**config.mk**
```make
export PLATFORM = sky130hd
export DESIGN_NAME = lapet_cfg
export DESIGN_NICKNAME = d
export VERILOG_FILES = /design/src/rtl/lapet_pkg.sv /design/src/rtl/lapet_cfg.sv
export SDC_FILE = /design/constraint.sdc
export NUM_CORES = 1
export LEC_CHECK = 0
export BUFFER_PORTS_ARGS = -buffer_cell sky130_fd_sc_hd__clkbuf_2
export CORE_MARGIN = 2
export CORE_UTILIZATION = 35
export DETAILED_ROUTE_END_ITERATION = 8
export SYNTH_ARGS = -nofsm -noshare
export SYNTH_HDL_FRONTEND = slang
export SYNTH_SLANG_ARGS = --single-unit
export TNS_END_PERCENT = 50
```
**constraint.sdc**
```tcl
create_clock -name clk -period 1.5 [get_ports clk]
set_clock_uncertainty 0.2 [all_clocks]
set_input_delay 0.15 -clock clk [delete_from_list [all_inputs] [get_ports clk]]
set_output_delay 0.15 -clock clk [all_outputs]
set_load 0.005 [all_outputs]
```
**src/rtl/lapet_pkg.sv**
```systemverilog
// Shared constants, register codes and types of the Laplacian edge threshold block.
package lapet_pkg;

  localparam int MAX_WIDTH  = 2048;
  localparam int MAX_HEIGHT = 2048;
  localparam int PIXEL_BITS = 8;

  // Fixed field widths of the register file and result port
  localparam int DIM_BITS     = 12;
  localparam int COEF_BITS    = 5;
  localparam int THR_BITS     = 8;
  localparam int POS_BITS     = 11;
  localparam int CFG_IDX_BITS = 3;
  localparam int CFG_DAT_BITS = 12;

  localparam int COL_BITS = (MAX_WIDTH > 1) ? $clog2(MAX_WIDTH) : 1;
  localparam int ROW_BITS = (MAX_HEIGHT > 1) ? $clog2(MAX_HEIGHT) : 1;
  localparam int WID_BITS = (DIM_BITS > COL_BITS + 1) ? DIM_BITS : COL_BITS + 1;
  localparam int HGT_BITS = (DIM_BITS > ROW_BITS + 1) ? DIM_BITS : ROW_BITS + 1;
  localparam int SUM_BITS = PIXEL_BITS + 9;
  localparam int CMP_BITS = (PIXEL_BITS > THR_BITS) ? PIXEL_BITS : THR_BITS;

  // Register indexes
  localparam logic [CFG_IDX_BITS-1:0] REG_FRAME_WIDTH    = 3'd0;
  localparam logic [CFG_IDX_BITS-1:0] REG_FRAME_HEIGHT   = 3'd1;
  localparam logic [CFG_IDX_BITS-1:0] REG_COEF_TOP       = 3'd2;
  localparam logic [CFG_IDX_BITS-1:0] REG_COEF_LEFT      = 3'd3;
  localparam logic [CFG_IDX_BITS-1:0] REG_COEF_CENTER    = 3'd4;
  localparam logic [CFG_IDX_BITS-1:0] REG_COEF_RIGHT     = 3'd5;
  localparam logic [CFG_IDX_BITS-1:0] REG_COEF_BOTTOM    = 3'd6;
  localparam logic [CFG_IDX_BITS-1:0] REG_EDGE_THRESHOLD = 3'd7;

  // Result slots of one pixel, in emission order
  localparam int NUM_RES    = 3;
  localparam int RES_UP     = 0;  // row above, same column
  localparam int RES_LEFT   = 1;  // last row, column to the left
  localparam int RES_CORNER = 2;  // last row, last column

  typedef logic [PIXEL_BITS-1:0] pix_t;
  typedef logic signed [COEF_BITS-1:0] coef_t;

  localparam logic [DIM_BITS-1:0] FRAME_WIDTH_RST  = 12'd640;
  localparam logic [DIM_BITS-1:0] FRAME_HEIGHT_RST = 12'd480;
  localparam coef_t COEF_SIDE_RST   = -5'sd1;
  localparam coef_t COEF_CENTER_RST = 5'sd4;
  localparam logic [THR_BITS-1:0] EDGE_THRESHOLD_RST = 8'd26;

  typedef struct packed {
    logic [DIM_BITS-1:0] frame_width;
    logic [DIM_BITS-1:0] frame_height;
    coef_t               coef_top;
    coef_t               coef_left;
    coef_t               coef_center;
    coef_t               coef_right;
    coef_t               coef_bottom;
    logic [THR_BITS-1:0] edge_threshold;
  } cfg_t;

  typedef struct packed {
    pix_t top;
    pix_t left;
    pix_t center;
    pix_t right;
    pix_t bottom;
  } stencil_ops_t;

  typedef struct packed {
    stencil_ops_t [NUM_RES-1:0] ops;
    logic [NUM_RES-1:0]         pending;
    logic                       use_upr;
    logic [ROW_BITS-1:0]        row;
    logic [COL_BITS-1:0]        col;
  } work_item_t;

endpackage

```
**src/rtl/lapet_cfg.sv**
```systemverilog
// Configuration register file: frame size, stencil weights and threshold.
module lapet_cfg (
  input  logic                                clk,
  input  logic                                rst,
  input  logic                                cfg_valid,
  output logic                                cfg_ready,
  input  logic [lapet_pkg::CFG_IDX_BITS-1:0]  cfg_index,
  input  logic [lapet_pkg::CFG_DAT_BITS-1:0]  cfg_data,
  output lapet_pkg::cfg_t                     cfg
);
  import lapet_pkg::*;

  assign cfg_ready = 1'b1;

  always_ff @(posedge clk) begin
    if (rst) begin
      cfg.frame_width    <= FRAME_WIDTH_RST;
      cfg.frame_height   <= FRAME_HEIGHT_RST;
      cfg.coef_top       <= COEF_SIDE_RST;
      cfg.coef_left      <= COEF_SIDE_RST;
      cfg.coef_center    <= COEF_CENTER_RST;
      cfg.coef_right     <= COEF_SIDE_RST;
      cfg.coef_bottom    <= COEF_SIDE_RST;
      cfg.edge_threshold <= EDGE_THRESHOLD_RST;
    end else if (cfg_valid && cfg_ready) begin
      unique case (cfg_index)
        REG_FRAME_WIDTH:    cfg.frame_width    <= cfg_data[DIM_BITS-1:0];
        REG_FRAME_HEIGHT:   cfg.frame_height   <= cfg_data[DIM_BITS-1:0];
        REG_COEF_TOP:       cfg.coef_top       <= cfg_data[COEF_BITS-1:0];
        REG_COEF_LEFT:      cfg.coef_left      <= cfg_data[COEF_BITS-1:0];
        REG_COEF_CENTER:    cfg.coef_center    <= cfg_data[COEF_BITS-1:0];
        REG_COEF_RIGHT:     cfg.coef_right     <= cfg_data[COEF_BITS-1:0];
        REG_COEF_BOTTOM:    cfg.coef_bottom    <= cfg_data[COEF_BITS-1:0];
        REG_EDGE_THRESHOLD: cfg.edge_threshold <= cfg_data[THR_BITS-1:0];
        default: ;
      endcase
    end
  end

endmodule

```
# Word-level counts from Yosys, hierarchy flattened
# Cells that the tools add are included.
[op_classes] eq_ne=7 reduce_logical=9
[ops] op="$reduce_and 2->1" n=8
[ops] op="$eq 3x3->1 const B" n=4
[ops] op="$eq 3x2->1 const B" n=2
[ops] op="$eq 3x1->1 const B" n=1
[ops] op="$logic_not 3->1" n=1
[totals] out_inout_bits=58 elab_cells=24 inputBits=18 reg_bits=57

# Longest topological paths before layout
# Gate-level depths: netlist of run 1.
[logic_depth] depth_word=2 mapped_depth=4 mapped_depth_nobuf=2

# Least setup slack after synthesis of run 1
# OpenSTA, ideal clock, no wires.
[synth_timing] path_kind="input to register" startpoint="input port cfg_index[1] in the netlist's numbering" endpoint="register cfg[45] in the netlist's numbering" arrival_ps=1054 path_buffers=2 setup_ps=121 path_stages=4 path_slack_ps=126 required_time_ps=1179 cell_sequence="buf_4 or4b_4 buf_6 mux2i_1"
[synth_between] elab_chain_len=2
[synth_rtl] item="start: declaration" line_no="lapet_cfg.sv:7" source="input logic [lapet_pkg::CFG_IDX_BITS-1:0] cfg_index,"
[synth_rtl] item="$logic_not 3->1" line_no="lapet_cfg.sv:26" source="unique case (cfg_index)"
[synth_rtl] item="$reduce_and 2->1 (no source line)"
[synth_rtl] item="end: declaration" line_no="lapet_cfg.sv:9" source="output lapet_pkg::cfg_t cfg"
# Every way passes these cells.
# A chain may end at the register's enable or synchronous reset.

==> results of run 1 <==
[worst min-delay path: stages]
cell and delay, ns:
clkbuf_2 0.09, or4b_4 0.20, mux2i_1 0.08
[routing by layer]
| metal | GRT usage, % | part of all wire [%] | vias up |
|---|---|---|---|
| met4 | 6.35 | 1.1 | 0 |
| met3 | 6.45 | 5.7 | 7 |
| li1 | - | - | 935 |
| met1 | 20.2 | 47 | 833 |
| met5 | 0 | 0 | - |
| met2 | 25.3 | 46 | 51 |
[layout by cell type, fill, tap and decap left out]
cell type and n:
clkbuf_2 74, or4b_4 1, buf_4 15, nor4bb_4 1
dlygate4sd3_1 12, buf_12 2, nand4bb_1 2, clkinv_2 1
and4_1 1, nor4bb_1 1, nand4_1 1, nand2b_1 39
mux2i_1 57, nor4b_4 1, clkinvlp_4 1, nand4b_1 3
clkbuf_1 1, bufinv_16 3, dfxtp_1 57, nor2_1 40
clkbuf_8 10, conb_1 1
[logic make-up (layout without fill, tap and decap cells)]
| logic type | Yosys count | after routing | share of synthesized area (%) |
|---|---|---|---|
| muxes | 57 | 57 | 24.5 |
| DFF | 57 | 57 | 49.1 |
| buffers and inverters | 18 | 119 | 4.09 |
| other | 1 | 1 | 0.161 |
| and+or+nand+nor | 90 | 90 | 22.2 |
[timing repair]
| action | in CTS | in global routing |
|---|---|---|
| hold buffers | 12 | 0 |
| resized for setup | 0 | 0 |
| hold endpoints to repair | 39 | 0 |
[area by class of cell]
class	count	area [µm²]
timing repair buffer	103	643
sequential	57	1140
fill	604	3160
clock inverter	5	103
tap	77	96.3
multi-input combinational	148	1100
clock buffer	11	141
[per-stage QoR]
step	instances	total power (W)
finish	401	0.00360
global route	401	0.00376
CTS	401	0.00366
detailed placement	373	0.00186
global placement	373	0.00186
floorplan	223	0.00175
[worst max-delay path by stage]
stage,from,endpoint,slack (ns),depth (start not counted)
CTS,cfg_data[1],cfg[14],0.16,4
detailed placement,cfg_index[1],cfg[48],0.07,3
global placement,cfg_index[1],cfg[45],0.09,3
global route,cfg_data[2],cfg[10],0.12,4
finish,cfg_data[2],cfg[25],0.16,4
floorplan,cfg_index[1],cfg[45],0.13,4
[power breakdown]
group / leakage (nW) / internal [W] / switching (W)
combinational: 0.970 / 0.000150 / 0.000139
sequential: 0.463 / 0.00155 / 0.0000173
clock: 0.120 / 0.00115 / 0.000602
==> qor.yml, run 1 <==
cells_and_area:
  largest_register_ffs: 57
  syn_to_final_growth_pct: 38.8
  biggestRegsByFlops: "cfg: 57 flops"
  layout-drive-gt1-share_pct: 33.6
  post-route-util_pct: 50.6
  n_antenna_cell: 0
  final_nets: 337
  stdcell_area_um2: 3230
  top_register: "cfg"
synth:
  ys_warn_count: 0
  ys.flop_type: "dfxtp_1"
  ys_ff_latch: 57
  synthesis.area_um2: 2330
  synth_area_leader_cell: "dfxtp_1"
  synthTopCellsByCount: "57 x dfxtp_1, 57 x mux2i_1, 40 x nor2_1"
  seq_area_frac_synth_pct: 49.1
  synth_fp_nets: 241
  synth_area_leaders: "dfxtp_1 49%, mux2i_1 25%, nand2b_1 10%, nor2_1 6.5%, clkbuf_1 1.6%"
  synth.avg_cell_area_um2: 10.4
  ys_async_sr_fraction_pct: 0
  yosys.cell_types.count: 16
  synth-edff-count: 0
  synth_top_cell_area_share_pct: 49.1
  syn-instance-count: 223
placement:
  place.gp.congestion: 0.708
  place_area_um2: 2870
  hpwl_mm: 3.78
  place_ws_ns: 0.0663
  numPortBuffers: 74
setup_path:
  r2r_cells: 2
  cp.arrival_ns: 1.33
  crit_path_max_fanout: 5
  cp-end-kind: "register"
  crit_slowest_cell: "dlygate4sd3_1"
  required_ns: 1.49
  critPathMaxStageDelay_ns: 0.54
  path_delay_family: "buffers and inverters"
  r2r-end: "cfg[7]"
  reg2reg_from: "cfg[7]"
  r2r_slack_ns: 0.67
  crit_buf_inv: 2
  cp-start-kind: "input pin"
  setup.worst_path.class: "in2reg"
  path_cells: "dlygate4sd3_1, clkbuf_2, nor2_1, mux2i_1"
drt:
  postRouteAntennaNets: 0
  post-route-drc-count: 0
  routedWlPerCell_um: 13.5
  via_per_inst: 4.55
  drt_iter0_drc: 40
  drt-total-wl_mm: 5.43
  first_pass_iters: 4
  num_vias: 1826
min_path:
  min_to: "cfg[50]"
  min_path_cells: 3
  hp-start: "cfg_index[0]"
  hold_path_class: "in2reg"
clock_tree:
  cts_tree: "built"
  cts_setup_buffers: 0
  root_buffer: "clkbuf_8"
  clock-sinks: 57
  cts_made_buffers: 9
  path_clk_slew_ns: 0.06
  insertion_delay_ns: 0.32
  clockBufferDepth: 2
  cts-htree-levels: 3
grt:
  grt_pass1_vias: 1899
  grt_max_degree: 29
  grt_pass1_wl_mm: 9.09
  gr-usage-all-layers_pct: 16.2
  gr-total-overflow: 0
  antenna_found_initial: 0
timing:
  slew_viol_final: 0
  holdWs_ns: 0.0539
  finalCritPeriodShare_pct: 89.2
  setup_viol: 0
  rsz0062_at_grt: "no"
  finalSetupTns_ns: 0
  hold_viol_final: 0
  max_freq_mhz: 747
  fin_ws_ns: 0.162
  period_needed_ns: 1.34
floorplanning:
  die_area_um2: 7310
  ios: 76
  row_count: 29
  die_h_um: 85.5
  coreArea_um2: 6390
  start_util_pct: 36.4
  die_x_um: 85.5
power_and_ir_drop:
  p_leak_nw: 1.55
  irDropWorstVdd_mv: 0.675
  power.density_nw_per_um2: 1120
outcome:
  status: "complete, no violations"
job:
  maxCapViolCount: 0
(Power assumes the default switching activity.)
==> run 2: changes to the inputs <==
SKIP_LAST_GASP = 1   (was not set)
clock period = 1.3 ns   (was 1.5 ns; I/O delays follow)
==> run 2 against run 1 <==
  * Via count up 1.0%
  * Critical path depth unchanged
  * Global-route usage down 0.56 points
  * Sequential power up 16%
  * Total power up 12%
  * Core utilization up 0.33 points
  * Clock power up 7%
  * Combinational power up 18%
  * Cell area up 0.66%
  * Die area unchanged
  * Critical path type unchanged
  * Highest routed layer unchanged
==> qor.yml, run 2 (synthesis gave the netlist of run 1 again) <==
grt:
  grt_max_degree: 40
  grt_pass1_vias: 1779
  gr-usage-all-layers_pct: 15.7
  gr-total-overflow: 0
  grt_pass1_wl_mm: 8.77
  antenna_found_initial: 0
power_and_ir_drop:
  power.density_nw_per_um2: 1240
  irDropWorstVdd_mv: 0.781
  p_leak_nw: 1.57
cells_and_area:
  biggestRegsByFlops: "cfg: 57 flops"
  top_register: "cfg"
  nFillCells: 620
  layout_commonest_cell: "clkbuf_2"
  syn_to_final_growth_pct: 39.8
  n_antenna_cell: 0
  final_nets: 343
  layout-drive-gt1-share_pct: 35.2
  final_cell_count_no_fill: 407
  post-route-util_pct: 50.9
  largest_register_ffs: 57
  stdcell_area_um2: 3250
  final_cell_mix: "74 x clkbuf_2, 57 x mux2i_1, 57 x dfxtp_1"
clock_tree:
  clockBufferDepth: 2
  cts-htree-levels: 3
  path_clk_slew_ns: 0.07
  clock-sinks: 57
  cts_tree: "built"
  cts_setup_buffers: 0
  root_buffer: "clkbuf_8"
  insertion_delay_ns: 0.32
  cts_made_buffers: 9
min_path:
  min_to: "cfg[46]"
  hp-start: "cfg_index[0]"
  hold_path_class: "in2reg"
  min_path_cells: 3
drt:
  postRouteAntennaNets: 0
  num_vias: 1845
  post-route-drc-count: 0
  first_pass_iters: 4
  via_per_inst: 4.53
  drt-total-wl_mm: 5.44
  drt_iter0_drc: 36
  routedWlPerCell_um: 13.4
setup_path:
  crit_slowest_cell: "dlygate4sd3_1"
  cp-start-kind: "input pin"
  setup.worst_path.class: "in2reg"
  r2r_cells: 2
  reg2reg_from: "cfg[23]"
  cp-end-kind: "register"
  r2r_slack_ns: 0.48
  r2r-end: "cfg[23]"
  cp.arrival_ns: 1.20
  required_ns: 1.30
  path_cells: "dlygate4sd3_1, clkbuf_2, nor2_1, mux2i_1"
  critPathMaxStageDelay_ns: 0.53
  crit_path_max_fanout: 4
floorplanning:
  die_h_um: 85.5
  coreArea_um2: 6390
  start_util_pct: 36.4
  die_area_um2: 7310
  row_count: 29
  die_x_um: 85.5
  ios: 76
job:
  maxCapViolCount: 0
placement:
  place_area_um2: 2900
  dpl.cell_count: 379
  numPortBuffers: 74
  place.gp.congestion: 0.714
  hpwl_mm: 3.88
timing:
  setup_viol: 0
  rsz0062_at_grt: "no"
  finalCritPeriodShare_pct: 92.4
  finalSetupTns_ns: 0
  hold_viol_final: 0
  period_needed_ns: 1.20
  max_freq_mhz: 832
  slew_viol_final: 0
outcome:
  status: "complete, no violations"
## run 2: changes by cell type in the layout (fill, tap and decap cells not counted)
cell,change
buf_4,+6
bufinv_16,-1
clkbuf_1,-1
clkbuf_8,+1
clkinv_2,+1
nor4bb_2,+1
nor4bb_4,-1
## run 2: layout make-up
type                       instances  area (µm²)  area share [%]
clock buffer                      11         151            4.66
multi-input combinational        148        1100            33.7
clock inverter                     5        77.6            2.39
tap                               77        96.3            2.96
sequential                        57        1140            35.1
timing repair buffer             109         688            21.2
## run 2: metal layers
metal	global-route usage, %	vias to the layer above	routed length, µm	part of all wire [%]
li1	-	948	-	-
met1	20.2	849	2570	47
met2	24.0	42	2530	47
met3	4.91	6	251	4.6
met4	7.36	0	86	1.6
met5	0	-	0	0
## run 2: worst max path at each step
stage	from	end	slack [ns]	cells after the start
finish	cfg_data[0]	cfg[28]	0.1	4
global route	cfg_data[0]	cfg[13]	0.006	4
CTS	cfg_data[0]	cfg[28]	0.11	4
detailed placement	cfg_index[1]	cfg[47]	-0.08	3
global placement	cfg_index[1]	cfg[45]	-0.05	3
floorplan	cfg_index[1]	cfg[45]	-0.04	4
## run 2: where the power goes
| group | total [W] | leakage [nW] | internal, W | switching, W |
|---|---|---|---|---|
| registers | 0.00181 | 0.463 | 0.00179 | 0.0000210 |
| logic | 0.000342 | 0.994 | 0.000184 | 0.000159 |
| clock network | 0.00188 | 0.115 | 0.00118 | 0.000705 |
## run 2: worst max-delay path: cells and delay by family
family / cells / cell delay [ns]
muxes: 1 / 0.12
and+or+nand+nor: 1 / 0.29
buffers and inverters: 2 / 0.65
## run 2: what timing repair did
item,CTS,global route
hold buffers,12,0
endpoints found under the hold margin,36,0
gates resized for setup,0,0
## run 2: per-stage QoR
stage	power [W]	worst slack, ns	hold slack (ns)
detailed placement	0.00216	-0.0815	0.209
global placement	0.00216	-0.0517	0.199
finish	0.00403	0.0987	0.0633
floorplan	0.00202	-0.0388	0.0853
CTS	0.00409	0.107	0.0401
global route	0.00419	0.00579	0.0677
==> run 3: changes to the inputs <==
BUFFER_PORTS_ARGS = not set   (was -buffer_cell sky130_fd_sc_hd__clkbuf_2)
CAP_MARGIN = 20   (was not set)
CELL_PAD_IN_SITES_DETAIL_PLACEMENT = 1   (was not set)
CELL_PAD_IN_SITES_GLOBAL_PLACEMENT = 1   (was not set)
DONT_BUFFER_PORTS = 1   (was not set)
PLACE_DENSITY_LB_ADDON = 0.1   (was not set)
==> run 3 against run 2 <==
  * The flow now finishes with violations (negative hold slack)
  * Count of clock-buffer cells in the layout up 3
  * Cell area fell by 19%
  * Sequential share of layout area increased by 8.1 points
  * Routed wire length is 4.3% higher
==> qor.yml, run 3 (synthesis gave the netlist of run 1 again) <==
setup_path:
  cp-start-kind: "register"
  crit_path_max_fanout: 2
  setup.worst_path.class: "reg2out"
  cp-end-kind: "output port"
  r2r_slack_ns: 0.41
  required_ns: 0.97
  cp.arrival_ns: 0.71
grt:
  grt_max_degree: 80
  antenna_found_initial: 0
  grt_pass1_vias: 1673
  gr-total-overflow: 0
  gr-usage-all-layers_pct: 16.1
  grt_pass1_wl_mm: 8.89
floorplanning:
  row_count: 29
  die_x_um: 85.5
  die_area_um2: 7310
  start_util_pct: 36.4
  die_h_um: 85.5
  ios: 76
  coreArea_um2: 6390
drt:
  num_vias: 1558
  m1WireLength_mm: 2.23
  first_pass_iters: 4
  drt-total-wl_mm: 5.67
  via_per_inst: 5.01
  drt_iter0_drc: 23
  post-route-drc-count: 0
  dr_wl_met3_um: 528
  top_layer: "met4"
  wl_met2_mm: 2.81
  routedWlPerCell_um: 18.2
  postRouteAntennaNets: 0
placement:
  place.gp.congestion: 0.700
  numPortBuffers: 0
  hpwl_mm: 4.08
cells_and_area:
  syn_to_final_growth_pct: 13.6
  top_register: "cfg"
  nFillCells: 700
  n_antenna_cell: 0
  final_cell_mix: "57 x mux2i_1, 57 x dfxtp_1, 40 x nor2_1"
  layout-drive-gt1-share_pct: 10.3
  biggestRegsByFlops: "cfg: 57 flops"
  final_nets: 247
  post-route-util_pct: 41.4
  largest_register_ffs: 57
timing:
  finalSetupTns_ns: 0
  hold_viol_final: 57
  holdWs_ns: -0.224
  setup_viol: 0
  rsz0062_at_grt: "no"
  max_freq_mhz: 962
  period_needed_ns: 1.04
  finalCritPeriodShare_pct: 80.0
  slew_viol_final: 0
power_and_ir_drop:
  seqPwrFrac_pct: 50.8
  p_leak_nw: 1.14
  combPwrFrac_pct: 4.8
  irDropWorstVdd_mv: 0.634
  switching_share_pct: 22.3
  p_int_w: 0.00278
  report.power.total_w: 0.00358
  power.density_nw_per_um2: 1350
  clkPwrFrac_pct: 44.3
  p_sw_w: 0.000799
clock_tree:
  insertion_delay_ns: 0.33
  path_clk_slew_ns: 0.06
  cts-htree-levels: 3
  clock-sinks: 57
  cts_tree: "built"
  cts_setup_buffers: 0
  cts.repair.resized: 0
  cts_made_buffers: 9
  root_buffer: "clkbuf_8"
  cts.hold.buffers_added: 7
  clockBufferDepth: 2
outcome:
  failed_checks: "negative hold slack"
  status: "finished, violations left"
min_path:
  hold_path_class: "in2reg"
job:
  maxCapViolCount: 0
run 3: changes by cell type in the layout (fill, tap and decap cells not counted):
cell / change
buf_4: -15
clkinvlp_4: -1
clkbuf_8: +2
clkbuf_2: -74
dlygate4sd3_1: -5
clkbuf_1: +1
buf_12: -2
bufinv_16: -2
run 3: path summary, 6_finish.rpt:
check,start,end,cells past startpoint
setup / recovery,cfg[22],cfg[22],0
hold / removal,rst,cfg[3],2
setup reg to reg,cfg[31],cfg[31],2
hold reg to reg,cfg[7],cfg[7],2
run 3: power groups by stage:
stage | clock (W) | sequential, W | combinational [W]
floorplan | 0 | 0.00185 | 0.000172
global placement | 0 | 0.00186 | 0.000151
detailed placement | 0 | 0.00186 | 0.000157
CTS | 0.00163 | 0.00182 | 0.000177
global route | 0.00171 | 0.00182 | 0.000190
finish | 0.00159 | 0.00182 | 0.000172
run 3: metal layers:
layer | up-vias | track usage, %
li1 | 750 | -
met3 | 9 | 6.64
met5 | - | 0
met1 | 748 | 18.2
met4 | 0 | 7.79
met2 | 51 | 26.4
run 3: stage by stage:
step	area [µm²]	setup WS, ns	std cells
floorplan	2330	-0.0388	223
finish	2640	0.260	311
global route	2640	0.228	311
global placement	2380	0.0621	288
detailed placement	2380	0.0512	288
CTS	2640	0.237	311
run 3: cell type report:
class,count,area [µm²],area share (%)
Tap cell,77,96.3,3.65
Timing Repair Buffer,13,115,4.36
Clock buffer,14,183,6.92
Sequential cell,57,1140,43.2
Multi-Input combinational cell,148,1100,41.5
Clock inverter,2,10.0,0.379
