`src/rtl/lapet_pkg.sv`:
```
// Shared constants, register codes and types of the Laplacian edge threshold block.
package lapet_pkg;

  localparam int MAX_WIDTH  = 2048;
  localparam int MAX_HEIGHT = 2048;
  localparam int PIXEL_BITS = 8;

  // Fixed field widths of the register file and result port
  localparam int DIM_BITS     = 12;
  localparam int COEF_BITS    = 5;
  localparam int THR_BITS     = 8;
  localparam int POS_BITS     = 11;
  localparam int CFG_IDX_BITS = 3;
  localparam int CFG_DAT_BITS = 12;

  localparam int COL_BITS = (MAX_WIDTH > 1) ? $clog2(MAX_WIDTH) : 1;
  localparam int ROW_BITS = (MAX_HEIGHT > 1) ? $clog2(MAX_HEIGHT) : 1;
  localparam int WID_BITS = (DIM_BITS > COL_BITS + 1) ? DIM_BITS : COL_BITS + 1;
  localparam int HGT_BITS = (DIM_BITS > ROW_BITS + 1) ? DIM_BITS : ROW_BITS + 1;
  localparam int SUM_BITS = PIXEL_BITS + 9;
  localparam int CMP_BITS = (PIXEL_BITS > THR_BITS) ? PIXEL_BITS : THR_BITS;

  // Register indexes
  localparam logic [CFG_IDX_BITS-1:0] REG_FRAME_WIDTH    = 3'd0;
  localparam logic [CFG_IDX_BITS-1:0] REG_FRAME_HEIGHT   = 3'd1;
  localparam logic [CFG_IDX_BITS-1:0] REG_COEF_TOP       = 3'd2;
  localparam logic [CFG_IDX_BITS-1:0] REG_COEF_LEFT      = 3'd3;
  localparam logic [CFG_IDX_BITS-1:0] REG_COEF_CENTER    = 3'd4;
  localparam logic [CFG_IDX_BITS-1:0] REG_COEF_RIGHT     = 3'd5;
  localparam logic [CFG_IDX_BITS-1:0] REG_COEF_BOTTOM    = 3'd6;
  localparam logic [CFG_IDX_BITS-1:0] REG_EDGE_THRESHOLD = 3'd7;

  // Result slots of one pixel, in emission order
  localparam int NUM_RES    = 3;
  localparam int RES_UP     = 0;  // row above, same column
  localparam int RES_LEFT   = 1;  // last row, column to the left
  localparam int RES_CORNER = 2;  // last row, last column

  typedef logic [PIXEL_BITS-1:0] pix_t;
  typedef logic signed [COEF_BITS-1:0] coef_t;

  localparam logic [DIM_BITS-1:0] FRAME_WIDTH_RST  = 12'd640;
  localparam logic [DIM_BITS-1:0] FRAME_HEIGHT_RST = 12'd480;
  localparam coef_t COEF_SIDE_RST   = -5'sd1;
  localparam coef_t COEF_CENTER_RST = 5'sd4;
  localparam logic [THR_BITS-1:0] EDGE_THRESHOLD_RST = 8'd26;

  typedef struct packed {
    logic [DIM_BITS-1:0] frame_width;
    logic [DIM_BITS-1:0] frame_height;
    coef_t               coef_top;
    coef_t               coef_left;
    coef_t               coef_center;
    coef_t               coef_right;
    coef_t               coef_bottom;
    logic [THR_BITS-1:0] edge_threshold;
  } cfg_t;

  typedef struct packed {
    pix_t top;
    pix_t left;
    pix_t center;
    pix_t right;
    pix_t bottom;
  } stencil_ops_t;

  typedef struct packed {
    stencil_ops_t [NUM_RES-1:0] ops;
    logic [NUM_RES-1:0]         pending;
    logic                       use_upr;
    logic [ROW_BITS-1:0]        row;
    logic [COL_BITS-1:0]        col;
  } work_item_t;

endpackage

```
`src/rtl/lapet_stencil.sv`:
```
// Five-point weighted sum, clamp to pixel range and threshold compare.
module lapet_stencil (
  input  lapet_pkg::cfg_t         cfg,
  input  lapet_pkg::stencil_ops_t ops,
  output logic                    edge_bit
);
  import lapet_pkg::*;

  localparam logic signed [SUM_BITS-1:0] PIX_TOP = SUM_BITS'((1 << PIXEL_BITS) - 1);

  logic signed [SUM_BITS-1:0] sum;
  logic [PIXEL_BITS-1:0]      clamped;

  function automatic logic signed [SUM_BITS-1:0] weigh(pix_t px, coef_t k);
    logic signed [SUM_BITS-1:0] px_s;
    logic signed [SUM_BITS-1:0] k_s;
    px_s = {{(SUM_BITS-PIXEL_BITS){1'b0}}, px};
    k_s  = {{(SUM_BITS-COEF_BITS){k[COEF_BITS-1]}}, k};
    return px_s * k_s;
  endfunction

  always_comb begin
    sum = weigh(ops.top, cfg.coef_top) + weigh(ops.left, cfg.coef_left)
        + weigh(ops.center, cfg.coef_center) + weigh(ops.right, cfg.coef_right)
        + weigh(ops.bottom, cfg.coef_bottom);
    if (sum < 0) begin
      clamped = '0;
    end else if (sum > PIX_TOP) begin
      clamped = '1;
    end else begin
      clamped = sum[PIXEL_BITS-1:0];
    end
    edge_bit = (CMP_BITS'(clamped) > CMP_BITS'(cfg.edge_threshold));
  end

endmodule

```
`src/rtl/lapet_emit.sv`:
```
// Work register that hands out a pixel's results one beat at a time into the output register.
module lapet_emit (
  input  logic                         clk,
  input  logic                         rst,
  input  lapet_pkg::cfg_t              cfg,
  input  logic                         accept,
  input  lapet_pkg::work_item_t        item_in,
  input  lapet_pkg::pix_t              above_right,
  output logic                         in_free,
  output logic                         out_valid,
  input  logic                         out_stall,
  output logic                         edge_bit,
  output logic [lapet_pkg::POS_BITS-1:0] out_row,
  output logic [lapet_pkg::POS_BITS-1:0] out_col,
  output logic                         run_last
);
  import lapet_pkg::*;

  work_item_t         item;
  logic               busy;
  logic [NUM_RES-1:0] pick;
  logic               last_pick, issue, edge_now;
  stencil_ops_t       ops;
  logic [POS_BITS-1:0] row_now, col_now;

  // Lowest pending slot goes next
  assign pick      = item.pending & (~item.pending + NUM_RES'(1));
  assign last_pick = (item.pending & ~pick) == '0;
  assign issue     = busy && (!out_valid || !out_stall);
  assign in_free   = !busy || (issue && last_pick);

  always_comb begin
    if (pick[RES_UP]) begin
      ops = item.ops[RES_UP];
      if (item.use_upr) begin
        ops.right = above_right;
      end
      row_now = POS_BITS'(item.row - ROW_BITS'(1));
      col_now = POS_BITS'(item.col);
    end else if (pick[RES_LEFT]) begin
      ops     = item.ops[RES_LEFT];
      row_now = POS_BITS'(item.row);
      col_now = POS_BITS'(item.col - COL_BITS'(1));
    end else begin
      ops     = item.ops[RES_CORNER];
      row_now = POS_BITS'(item.row);
      col_now = POS_BITS'(item.col);
    end
  end

  lapet_stencil u_stencil (
    .cfg      (cfg),
    .ops      (ops),
    .edge_bit (edge_now)
  );

  always_ff @(posedge clk) begin
    if (rst) begin
      busy      <= 1'b0;
      out_valid <= 1'b0;
    end else begin
      if (accept) begin
        busy <= (item_in.pending != '0);
      end else if (issue && last_pick) begin
        busy <= 1'b0;
      end
      if (issue) begin
        out_valid <= 1'b1;
      end else if (!out_stall) begin
        out_valid <= 1'b0;
      end
    end
  end

  always_ff @(posedge clk) begin
    if (accept) begin
      item <= item_in;
    end else if (issue) begin
      item.pending <= item.pending & ~pick;
    end
    if (issue) begin
      edge_bit <= edge_now;
      out_row  <= row_now;
      out_col  <= col_now;
      run_last <= last_pick;
    end
  end

endmodule

```
`config.mk`:
```
export PLATFORM = sky130hd
export DESIGN_NAME = lapet_emit
export DESIGN_NICKNAME = d
export VERILOG_FILES = /design/src/rtl/lapet_pkg.sv /design/src/rtl/lapet_stencil.sv /design/src/rtl/lapet_emit.sv
export SDC_FILE = /design/constraint.sdc
export NUM_CORES = 1
export LEC_CHECK = 0
export BUFFER_PORTS_ARGS = -buffer_cell sky130_fd_sc_hd__buf_2
export CAP_MARGIN = 15
export CELL_PAD_IN_SITES_DETAIL_PLACEMENT = 1
export CELL_PAD_IN_SITES_GLOBAL_PLACEMENT = 2
export CORE_MARGIN = 5
export CORE_UTILIZATION = 41
export CTS_BUF_LIST = sky130_fd_sc_hd__clkbuf_8 sky130_fd_sc_hd__clkbuf_16
export CTS_CLUSTER_SIZE = 20
export DETAILED_ROUTE_END_ITERATION = 10
export PLACE_DENSITY = 0.84
export SYNTH_ARGS = -nofsm -noshare
export SYNTH_HDL_FRONTEND = slang
export SYNTH_SLANG_ARGS = --single-unit
```
`constraint.sdc`:
```
create_clock -name clk -period 28.6 [get_ports clk]
set_input_delay 1.43 -clock clk [delete_from_list [all_inputs] [get_ports clk]]
set_output_delay 1.43 -clock clk [all_outputs]
set_load 0.005 [all_outputs]
```
* Word-level counts from Yosys, hierarchy flattened *
Cells that the tools add are included.

cells by class
  mux-type cells = 14
  eq/ne operators = 1
  reduce and logical (&&, ||, !) cells = 11
  order comparisons = 3
  bitwise gates (word level) = 4
  $mul = 5
  add/subtract/negate cells = 7

operator list
  kind                                                                      count
  40-bit 2-to-1 mux                                                         2
  9-bit by 5-bit multiplier with 14-bit output                              5
  17-bit adder                                                              3
  11-bit 2-to-1 mux                                                         3
  8-bit 2-to-1 mux                                                          3
  11-bit by 1-bit subtractor with 11-bit output (second input constant)     2
  17-bit by 14-bit adder with 17-bit output                                 1
  17-bit by 9-bit > comparator with 1-bit output (second input constant)    1
  17-bit by 1-bit < comparator with 1-bit output (second input constant)    1
  8-bit > comparator                                                        1
  3-bit bitwise AND                                                         2
  3-bit 2-to-1 mux                                                          2
  3-bit inverter                                                            2
  1-bit 2-to-1 mux                                                          4
  2-bit nonzero test                                                        2
  3-bit by 1-bit adder with 3-bit output (second input constant)            1
  1-bit logical NOT                                                         3
  3-bit logical NOT                                                         1
  3-bit nonzero test                                                        1
  1-bit logical AND                                                         2
  1-bit logical OR                                                          2
  2-bit by 1-bit inequality test with 1-bit output (second input constant)  1

storage, ports and cells
  register bits = 172
  word-level logic and storage cells = 70
  input port bits = 215
  output and inout bits = 26

* Depth between registers and ports, before layout *
Gate-level depths: netlist of run 1.

  word-level depth = 14
  depth in mapped cells = 41
  depth with buffers taken out = 39

* Hierarchy *
A second synthesis of run 1 with hierarchy kept.

unflattened totals
  cells, all modules = 1284
  area, all modules = 14752.9 um^2

modules (own cells, without submodules)
  module         cells each  sequential area each (um^2)  times used  area an instance (um^2)
  lapet_stencil  886         0.0                          1           8169.1
  lapet_emit     398         5144.9                       1           6583.8

* Worst setup path after synthesis of run 1 *
No wires, ideal clock.

  path type = input to register
  from = in cfg[22] (netlist name)
  to = reg edge_bit (data pin)
  required time = 28337 ps
  slack = 19102 ps
  arrival time = 9235 ps
  setup time = 263 ps
  stages on the path = 33
  path buffers = 1
  cells stage by stage = inv_1 fa_1 fa_1 inv_1 fa_1 ha_1 a21o_1 a21oi_2 o21ai_1 or4_1 a2111oi_0 nor4bb_1 fa_1 inv_1 ha_1 fa_1 fa_1 ha_1 ha_1 clkbuf_1 nand3_1 nand2_2 a211o_1 a211o_1 nor2_1 a31oi_1 ha_1 nor2b_1 o21a_1 o21a_1 o21a_1 o21bai_1 a22oi_1

on the way
  cells in the longest elaborated chain, start to end = 8
  elaborated cells on any way between the ends = 9
  classes of those cells = 3 x add/sub; 1 x mul; 3 x order compare; 2 x mux

RTL lines
  element                                         line                 RTL
  start: declaration                              lapet_emit.sv:5      input lapet_pkg::cfg_t cfg,
  9-bit by 5-bit multiplier with 14-bit output *  lapet_stencil.sv:19  return px_s * k_s;
  17-bit adder * (2 in series)                    lapet_stencil.sv:24  + weigh(ops.center, cfg.coef_center) + weigh(ops.right, cfg.coef_right)
  17-bit by 14-bit adder with 17-bit output *     lapet_stencil.sv:25  + weigh(ops.bottom, cfg.coef_bottom);
  17-bit by 9-bit > comparator with 1-bit output  lapet_stencil.sv:28  end else if (sum > PIX_TOP) begin
  8-bit 2-to-1 mux                                lapet_stencil.sv:28
  8-bit 2-to-1 mux *                              lapet_stencil.sv:26  if (sum < 0) begin
  8-bit > comparator *                            lapet_stencil.sv:33  edge_bit = (CMP_BITS'(clamped) > CMP_BITS'(cfg.edge_threshold));
  named net edge_now                              lapet_emit.sv:22     logic last_pick, issue, edge_now;
  end signal: assignment                          lapet_emit.sv:82     edge_bit <= edge_now;
  end: declaration                                lapet_emit.sv:12     output logic edge_bit,

Mark *: on every way through the listed nets, which the timed path passes. The rest lies on a longest branch.
A chain may end at the register's enable or synchronous reset.

* Final worst setup path of run 1 *
  from = reg item[24] (netlist name)
  to = reg edge_bit (data pin)

on the way
  cells in the longest elaborated chain, start to end = 14
  elaborated cells on any way between the ends = 19
  classes of those cells = 5 x add/sub; 5 x mul; 3 x order compare; 4 x mux; 2 x bitwise

RTL lines
  element                                         line                 RTL
  start: declaration                              lapet_emit.sv:19     work_item_t item;
  start signal: assignment                        lapet_emit.sv:77     item <= item_in;
  3-bit inverter                                  lapet_emit.sv:27     assign pick = item.pending & (~item.pending + NUM_RES'(1));
  3-bit by 1-bit adder with 3-bit output          lapet_emit.sv:27
  3-bit bitwise AND *                             lapet_emit.sv:27
  40-bit 2-to-1 mux *                             lapet_emit.sv:40     end else if (pick[RES_LEFT]) begin
  40-bit 2-to-1 mux *                             lapet_emit.sv:33     if (pick[RES_UP]) begin
  9-bit by 5-bit multiplier with 14-bit output    lapet_stencil.sv:19
  17-bit adder                                    lapet_stencil.sv:23  sum = weigh(ops.top, cfg.coef_top) + weigh(ops.left, cfg.coef_left)
  17-bit adder (2 in series)                      lapet_stencil.sv:24
  17-bit by 14-bit adder with 17-bit output *     lapet_stencil.sv:25
  17-bit by 9-bit > comparator with 1-bit output  lapet_stencil.sv:28
  8-bit 2-to-1 mux                                lapet_stencil.sv:28
  8-bit 2-to-1 mux *                              lapet_stencil.sv:26
  8-bit > comparator *                            lapet_stencil.sv:33
  named net edge_now                              lapet_emit.sv:22

Marks and branches as above.

==> impl_metrics.toml, run 1 <==
[run_status]
status = "completed"

[sta]
hold_slack_ns = 0.519
maxSlewViolCount = 0
hold_viol = 0
relSlewSlack = 0.330
fin_crit_ns = 11.21
skew_ns = 0.00821
finalSetupViolCount = 0
tightest_slew_ns = 0.994
rsz0062_at_grt = "no"
period_share = 0.392
timing.fmax_mhz = 89.2
fin_setup_tns_ns = 0

[critical_path]
criticalPathCategory = "reg -> reg"
crit_required_ns = 28.74
crit_arrival_ns = 11.35
r2r-end = "edge_bit"
slowest_delay_ns = 0.88
r2r_cells = 36
cp_slowest_cell = "edfxtp_1"
cp_max_fo = 32
reg2reg_setup_slack_ns = 17.39
path_common_cell = "fa_1"
r2r-start = "item[24]"
crit_path_end_kind = "flip-flop"
start_kind = "flip-flop"

[clock_tree]
ctsResizeCount = 0
clk_pin_slew_ns = 0.07
hold_buffers = 0
insertion_delay_ns = 0.44
clkSinkCount = 172
cts.htree.levels = 4
cts_tree = "built"
cts_buffers = 17
clock_path_buffers = 2
post_cts_buffers = 0
cts-root-buf = "clkbuf_16"

[synthesis]
synthCells = 1381
async_flop_share = 0
netlist_area_um2 = 15200
synth_warnings = 0
post_synth_num_cell_types = 65
syn_nets = 1910
synth_edf_count = 170
synth_area_per_cell_um2 = 11.0
synth_seq_cells = 172
yosysSeqAreaShare = 0.338
synth_flop_cell = "edfxtp_1"

[floorplanning]
fp-row-count = 70
die-height_um = 203
start_util = 0.415
die_area_um2 = 41100
core_area_um2 = 36600
io_pins = 241
die_x_um = 203

[routing]
wl_per_cell_um = 18.4
num_vias = 10546
drtIter0Drc = 400
wirelength_um = 38400
firstDrtPassIters = 4
drtAntennaViolNets = 0
vias_per_cell = 5.06
drc = 0

[final_layout]
layout-drive-gt1-share = 0.177
nets = 2129
fillers = 4083
area_delta_synth_final_pct = 14.6

[hold_path]
worstHoldPathCells = 2
hold_path_startpoint = "busy"
hold_path.class = "reg -> reg"
hold_end = "out_valid"

[place]
dpl.hpwl_um = 32300
numPortBuffers = 216
gp_congestion = 0.843

[global_routing]
grt_start_max_net_pins = 90
grt_pass1_vias = 11909
grt_pass1_wl_um = 62900
grt_usage = 0.192
overflow = 0
antenna_found_initial = 8

[flow_run]
cap_violations = 0
## cell usage after synthesis (all sizes together), types with 4 or more instances
| master | number | area (um^2) |
|---|---|---|
| inv | 211 | 792 |
| edfxtp | 170 | 5100 |
| ha | 167 | 2090 |
| fa | 147 | 2940 |
| nand2 | 87 | 329 |
| nor2b | 87 | 544 |
| nor2 | 74 | 278 |
| and2 | 56 | 350 |
| a21oi | 53 | 273 |
| mux2i | 43 | 430 |
| o21ai | 32 | 164 |
| xor2 | 30 | 263 |
| xnor2 | 29 | 254 |
| nand2b | 28 | 185 |
| nor3 | 23 | 143 |
| a21o | 17 | 128 |
| buf | 11 | 63.8 |
| a211oi | 10 | 80.1 |
| a31oi | 10 | 62.6 |
| clkbuf | 10 | 37.5 |
| or2 | 9 | 56.3 |
| nand3 | 8 | 40.0 |
| o211ai | 7 | 52.6 |
| o21a | 7 | 52.6 |
| a31o | 6 | 52.6 |
| nand3b | 4 | 30.0 |
| nor4 | 4 | 25.0 |
| or4 | 4 | 33.8 |
## flip-flops by register name, summed over array words and instances, names as in the netlist
register / count
out_col: 11
run_last: 1
edge_bit: 1
item: 146
out_valid: 1
busy: 1
out_row: 11
## per-layer routing
metal | up-vias | share of wire | global-route usage
met5 | - | 0.0016 | 0
met4 | 10 | 0.015 | 0.0419
met3 | 42 | 0.045 | 0.0375
met2 | 192 | 0.51 | 0.346
met1 | 5245 | 0.42 | 0.241
li1 | 5057 | - | -
## logic make-up after synthesis
group	after synthesis	synth area share
simple gates	398	0.140
fa+ha+maj	315	0.331
buf+inv	232	0.0587
flops	172	0.338
compound gates	160	0.0679
xor+xnor	59	0.0340
mux	45	0.0298
## worst max-delay path: cells and delay by family, from the launching register on
kind / cells / cell delay [ns]
adder cells (fa/ha/maj): 11 / 4.56
AO/OA/AOI/OAI: 14 / 3.26
AND/OR/NAND/NOR: 7 / 1.25
flip-flops: 1 / 0.88
multiplexers: 1 / 0.25
buffers and inverters: 3 / 0.68
## how the worst max path moves through the flow
| stage | cells after the start | startpoint | end |
|---|---|---|---|
| 2_1_floorplan | 33 | cfg[22] | edge_bit |
| 3_3_place_gp | 36 | item[24] | edge_bit |
| 3_5_place_dp | 36 | item[24] | edge_bit |
| 4_1_cts | 36 | item[24] | edge_bit |
| 5_1_grt | 36 | item[24] | edge_bit |
| 6_report | 36 | item[24] | edge_bit |
## through the flow
step / instance area, um^2 / setup WS (ns) / utilization / std cells
floorplan: 15200 / 19.10 / - / 1381
finish: 17400 / 17.39 / 0.476 / 2085
global route: 17400 / 16.75 / 0.476 / 2084
detailed placement: 16800 / 17.36 / 0.460 / 2049
global placement: 16800 / 17.56 / 0.460 / 2049
CTS: 17400 / 17.29 / 0.476 / 2081
## layout by cell type, fill, tap and decap left out, types with 3 or more instances in the layout
cell type	synthesis	layout
nor2b_1	87	86
nand3_1	8	8
xnor2_1	29	29
a211oi_1	9	9
or4_1	3	3
and2_1	56	56
nor3_1	20	20
ha_1	167	167
clkinv_8	0	4
o211ai_1	7	7
diode_2	0	4
buf_4	0	5
inv_1	211	211
o21ai_0	30	30
o21a_1	7	7
nor4_1	4	4
nand2b_1	26	26
a21o_1	17	17
edfxtp_1	170	170
nor2_1	74	74
mux2i_1	43	43
a21oi_1	51	51
inv_6	0	4
nand2_1	86	86
or2_2	9	9
a31oi_1	10	10
fa_1	147	147
a31o_2	5	5
clkbuf_16	0	17
nand3b_1	4	4
buf_2	6	215
xor2_1	30	30
or3_1	3	3
## final cells by class
| cell class | instances | area, um^2 | share of cell area |
|---|---|---|---|
| Clock inverter | 15 | 181 | 0.0104 |
| Antenna cell | 4 | 10.0 | 0.000574 |
| Sequential cell | 172 | 5140 | 0.295 |
| Multi-Input combinational cell | 977 | 9180 | 0.526 |
| Inverter | 211 | 792 | 0.0454 |
| Tap cell | 468 | 586 | 0.0336 |
| Clock buffer | 17 | 425 | 0.0244 |
| Timing Repair Buffer | 221 | 1120 | 0.0645 |
Power of run 1 is left out: the tool's default activity adds up to more than one toggle a clock period on the data nets, which glitch-free logic cannot reach.
==> run 2: changes to the inputs <==
Settings changed: CORE_UTILIZATION 41 to 38, PLACE_DENSITY 0.84 to 0.79.
Clock period 28.6 ns to 10.7 ns, I/O delays scaled along.
==> run 2 against run 1 <==
  * Wire length about the same
  * Design area increased by 1.8%
  * Flip-flop and latch count unchanged
  * Hold slack got worse by 0.25 ns
  * First-iteration DRC count increased by 3.5%
  * Die area increased by 7.5%
  * Critical path type unchanged
  * Critical endpoint unchanged
  * Largest cell class unchanged
==> impl_metrics.toml, run 2 (synthesized netlist as in run 1, its figures left out) <==
[final_layout]
final_core_util = 0.448
reg_top3 = "item (146), out_col (11), out_row (11)"
final_cell_mix = "215 x buf_2, 213 x inv_1, 170 x edfxtp_1, 167 x ha_1, 147 x fa_1"
area_delta_synth_final_pct = 16.7
largest_reg_flops = 146
largest-register = "item"
layout-drive-gt1-share = 0.189
final_area_um2 = 17800
layout_commonest_cell = "buf_2"
nets = 2158

[routing]
wl_per_cell_um = 17.7
vias_per_cell = 4.87
wirelength_um = 38400
drtAntennaViolNets = 0
drc = 0
drtIter0Drc = 414
firstDrtPassIters = 5
num_vias = 10587

[floorplanning]
core_area_um2 = 39600
start_util = 0.384
fp-row-count = 73
die-height_um = 210
io_pins = 241
die_x_um = 210
die_area_um2 = 44100

[critical_path]
cp_max_fo = 10
slowest_delay_ns = 0.56
cp_slowest_cell = "fa_1"
crit_required_ns = 10.88
start_kind = "flip-flop"
crit_path_end_kind = "flip-flop"
criticalPathCategory = "reg -> reg"
path_common_cell = "fa_1"
crit_arrival_ns = 10.31
r2r_cells = 38

[place]
dpl.hpwl_um = 32700
gp_congestion = 0.801
numPortBuffers = 216
place_area_um2 = 17100
place_ws_ns = 0.210

[global_routing]
grt_start_max_net_pins = 89
grt_usage = 0.177
grt_pass1_wl_um = 62000
grt_pass1_vias = 11787
overflow = 0
antenna_found_initial = 10

[clock_tree]
clkSinkCount = 172
clock_path_buffers = 2
cts_tree = "built"
post_cts_buffers = 0
cts.htree.levels = 4
clk_pin_slew_ns = 0.08
hold_buffers = 0
cts_buffers = 17
cts-root-buf = "clkbuf_16"
ctsResizeCount = 0
insertion_delay_ns = 0.44

[sta]
fin_setup_tns_ns = 0
fin_crit_ns = 10.13
period_share = 0.947
hold_viol = 0
layout_setup_ws_ns = 0.566
tightest_slew_ns = 1.07
maxSlewViolCount = 0
timing.fmax_mhz = 98.7
skew_ns = 0.0142
relSlewSlack = 0.276
finalSetupViolCount = 0

[hold_path]
hold_path.class = "in -> reg"
worstHoldPathCells = 1

[run_status]
status = "completed"

[flow_run]
cap_violations = 0
-- run 2: metrics by stage --
stage,hold slack [ns],std cells
after CTS,0.242,2160
final,0.267,2173
after global placement,0.487,2128
after global routing,0.238,2172
after detailed placement,0.483,2128
after floorplan,0.448,1381
-- run 2: worst max-delay path, delay by kind of cell, from the launching register on --
family                   cells  cell delay [ns]
flip-flops                   1             0.44
multiplexers                 1             0.15
adder cells (fa/ha/maj)     11             4.55
AND/OR/NAND/NOR              7             1.21
AO/OA/AOI/OAI               14             2.95
buffers and inverters        5             0.56
-- run 2: cell type report --
class / count / area [um^2]
diodes: 6 / 15.0
clock buffers: 17 / 425
clock inverters: 15 / 141
fillers: 4496 / 21900
inverters: 211 / 792
multi-input cells: 977 / 9180
flip-flops and latches: 172 / 5140
well taps: 525 / 657
repair buffers: 250 / 1410
-- run 2: worst paths after layout --
| check | start | end | slack, ns |
|---|---|---|---|
| hold / removal | item_in[38] | item[38] | 0.27 |
| setup / recovery | item[24] | edge_bit | 0.57 |
| hold reg to reg | busy | out_valid | 0.50 |
| setup reg to reg | item[24] | edge_bit | 0.57 |
-- run 2: per-layer routing --
metal	wire (um)	part of all wire	vias up	global-route usage
met1	16900	0.44	5236	0.227
li1	-	-	5125	-
met5	54	0.0014	-	0
met4	728	0.019	10	0.0491
met2	19200	0.50	175	0.307
met3	1520	0.040	41	0.0316
Power of run 2 is left out for the same reason.
==> run 3: changes to the inputs <==
==> constraint.sdc (replaced) <==
create_clock -name clk -period 10.7 [get_ports clk]
set_input_delay 1.07 -clock clk [delete_from_list [all_inputs] [get_ports clk]]
set_output_delay 1.07 -clock clk [all_outputs]
set_load 0.005 [all_outputs]
==> run 3 against run 2 <==
  * Worst setup slack improved by 0.063 ns
  * First-iteration DRC count rose by 5.3%
  * Flip-flop and latch count did not move
  * Clock skew fell by 0.0077 ns
  * Sequential share of layout area rose by 0.092 points
  * Design area fell by 0.32%
==> impl_metrics.toml, run 3 (synthesized netlist as in run 1, its figures left out) <==
[routing]
firstDrtPassIters = 4
drtAntennaViolNets = 0
wl_per_cell_um = 17.6
drtIter0Drc = 436
num_vias = 10584
wirelength_um = 38100
vias_per_cell = 4.88
drc = 0

[final_layout]
seq_area_um2 = 5140
layout-drive-gt1-share = 0.189
area_delta_synth_final_pct = 16.4
multiInputGateArea_um2 = 9180
layout_commonest_cell = "buf_2"
reg_top3 = "item (146), out_col (11), out_row (11)"
final_cell_mix = "215 x buf_2, 212 x inv_1, 170 x edfxtp_1, 167 x ha_1, 147 x fa_1"
largest-register = "item"
largest_reg_flops = 146
nets = 2155
fillers = 4447
final_core_util = 0.447

[global_routing]
overflow = 0
antenna_found_initial = 10
grt_start_max_net_pins = 88
grt_usage = 0.177
grt_pass1_vias = 11941
grt_pass1_wl_um = 62600
met2_usage = 0.306
met3_usage = 0.0286
met1_usage = 0.233
busiest_layer = "met2"

[critical_path]
worstSetupPathDepth = 39
r2r-end = "edge_bit"
endpoint = "edge_bit"
slowest_delay_ns = 0.51
r2r_cells = 39
cp_num_buf_inv = 6
reg2reg_setup_slack_ns = 0.63
criticalPathCategory = "reg -> reg"
crit_required_ns = 10.89
crit_path_end_kind = "flip-flop"
path_common_cell = "fa_1"
start_kind = "flip-flop"
cp-startpoint = "item[24]"
cp_max_fo = 13
cp_top_family = "adder cells"
cp_slowest_cell = "fa_1"
crit_arrival_ns = 10.26
r2r-start = "item[24]"

[sta]
timing.fmax_mhz = 99.3
period_share = 0.941
tightest_slew_ns = 1.07
fin_setup_tns_ns = 0
skew_ns = 0.00654
rsz0062_at_grt = "no"
maxSlewViolCount = 0
fin_crit_ns = 10.07
hold_viol = 0
layout_setup_ws_ns = 0.629
relSlewSlack = 0.279
hold_slack_ns = 0.504
finalSetupViolCount = 0

[floorplanning]
die-height_um = 210
die_x_um = 210
io_pins = 241
start_util = 0.384
fp-row-count = 73
core_area_um2 = 39600
die_area_um2 = 44100

[flow_run]
cap_violations = 0

[clock_tree]
cts_buffers = 17
clock_path_buffers = 2
cts-root-buf = "clkbuf_16"
clkSinkCount = 172
cts_tree = "built"
clk_pin_slew_ns = 0.07
cts.htree.levels = 4
insertion_delay_ns = 0.43

[place]
place_ws_ns = 0.156
dpl.hpwl_um = 32300
numPortBuffers = 216
gp_congestion = 0.813

[run_status]
status = "completed"

[hold_path]
hold_path.class = "reg -> reg"
==> run 3: worst min-delay path, stage by stage (launching register included) <==
cell	delay, ns
dfxtp_1	0.32
nor2_1	0.10
nor2_1	0.04
==> run 3: area by class of cell <==
class                           count  share of cell area
Inverter                          211              0.0447
Antenna cell                        6            0.000848
Timing Repair Buffer              247              0.0767
Clock buffer                       17              0.0240
Multi-Input combinational cell    977               0.518
Clock inverter                     15             0.00749
Tap cell                          525              0.0371
Sequential cell                   172               0.291
==> run 3: worst min-delay path by stage <==
stage               slack, ns  depth (start not counted)   endpoint  start
finish                   0.50                          2  out_valid   busy
global route             0.53                          2  out_valid   busy
CTS                      0.51                          2  out_valid   busy
detailed placement       0.48                          2  out_valid   busy
global placement         0.49                          2  out_valid   busy
floorplan                0.45                          2  out_valid   busy
==> run 3: what timing repair did <==
action | CTS | global route
resized for setup | 0 | 0
hold buffers | 0 | 0
buffers inserted | 0 | 4
endpoints found under the hold margin | 0 | 0
setup endpoints to repair | 0 | 1
==> run 3: through the flow <==
stage | area (um^2) | instances
after global routing | 17700 | 2169
final | 17700 | 2170
after floorplan | 15200 | 1381
after CTS | 17600 | 2160
after detailed placement | 17100 | 2128
after global placement | 17100 | 2128
==> run 3: routing by layer <==
metal  wire length [um]  vias up  share of wire
met1              17000     5246           0.45
met4                557        8          0.015
met5                 47        -         0.0012
met3               1480       38          0.039
li1                   -     5117              -
met2              19000      175           0.50
Power of run 3 is left out for the same reason.
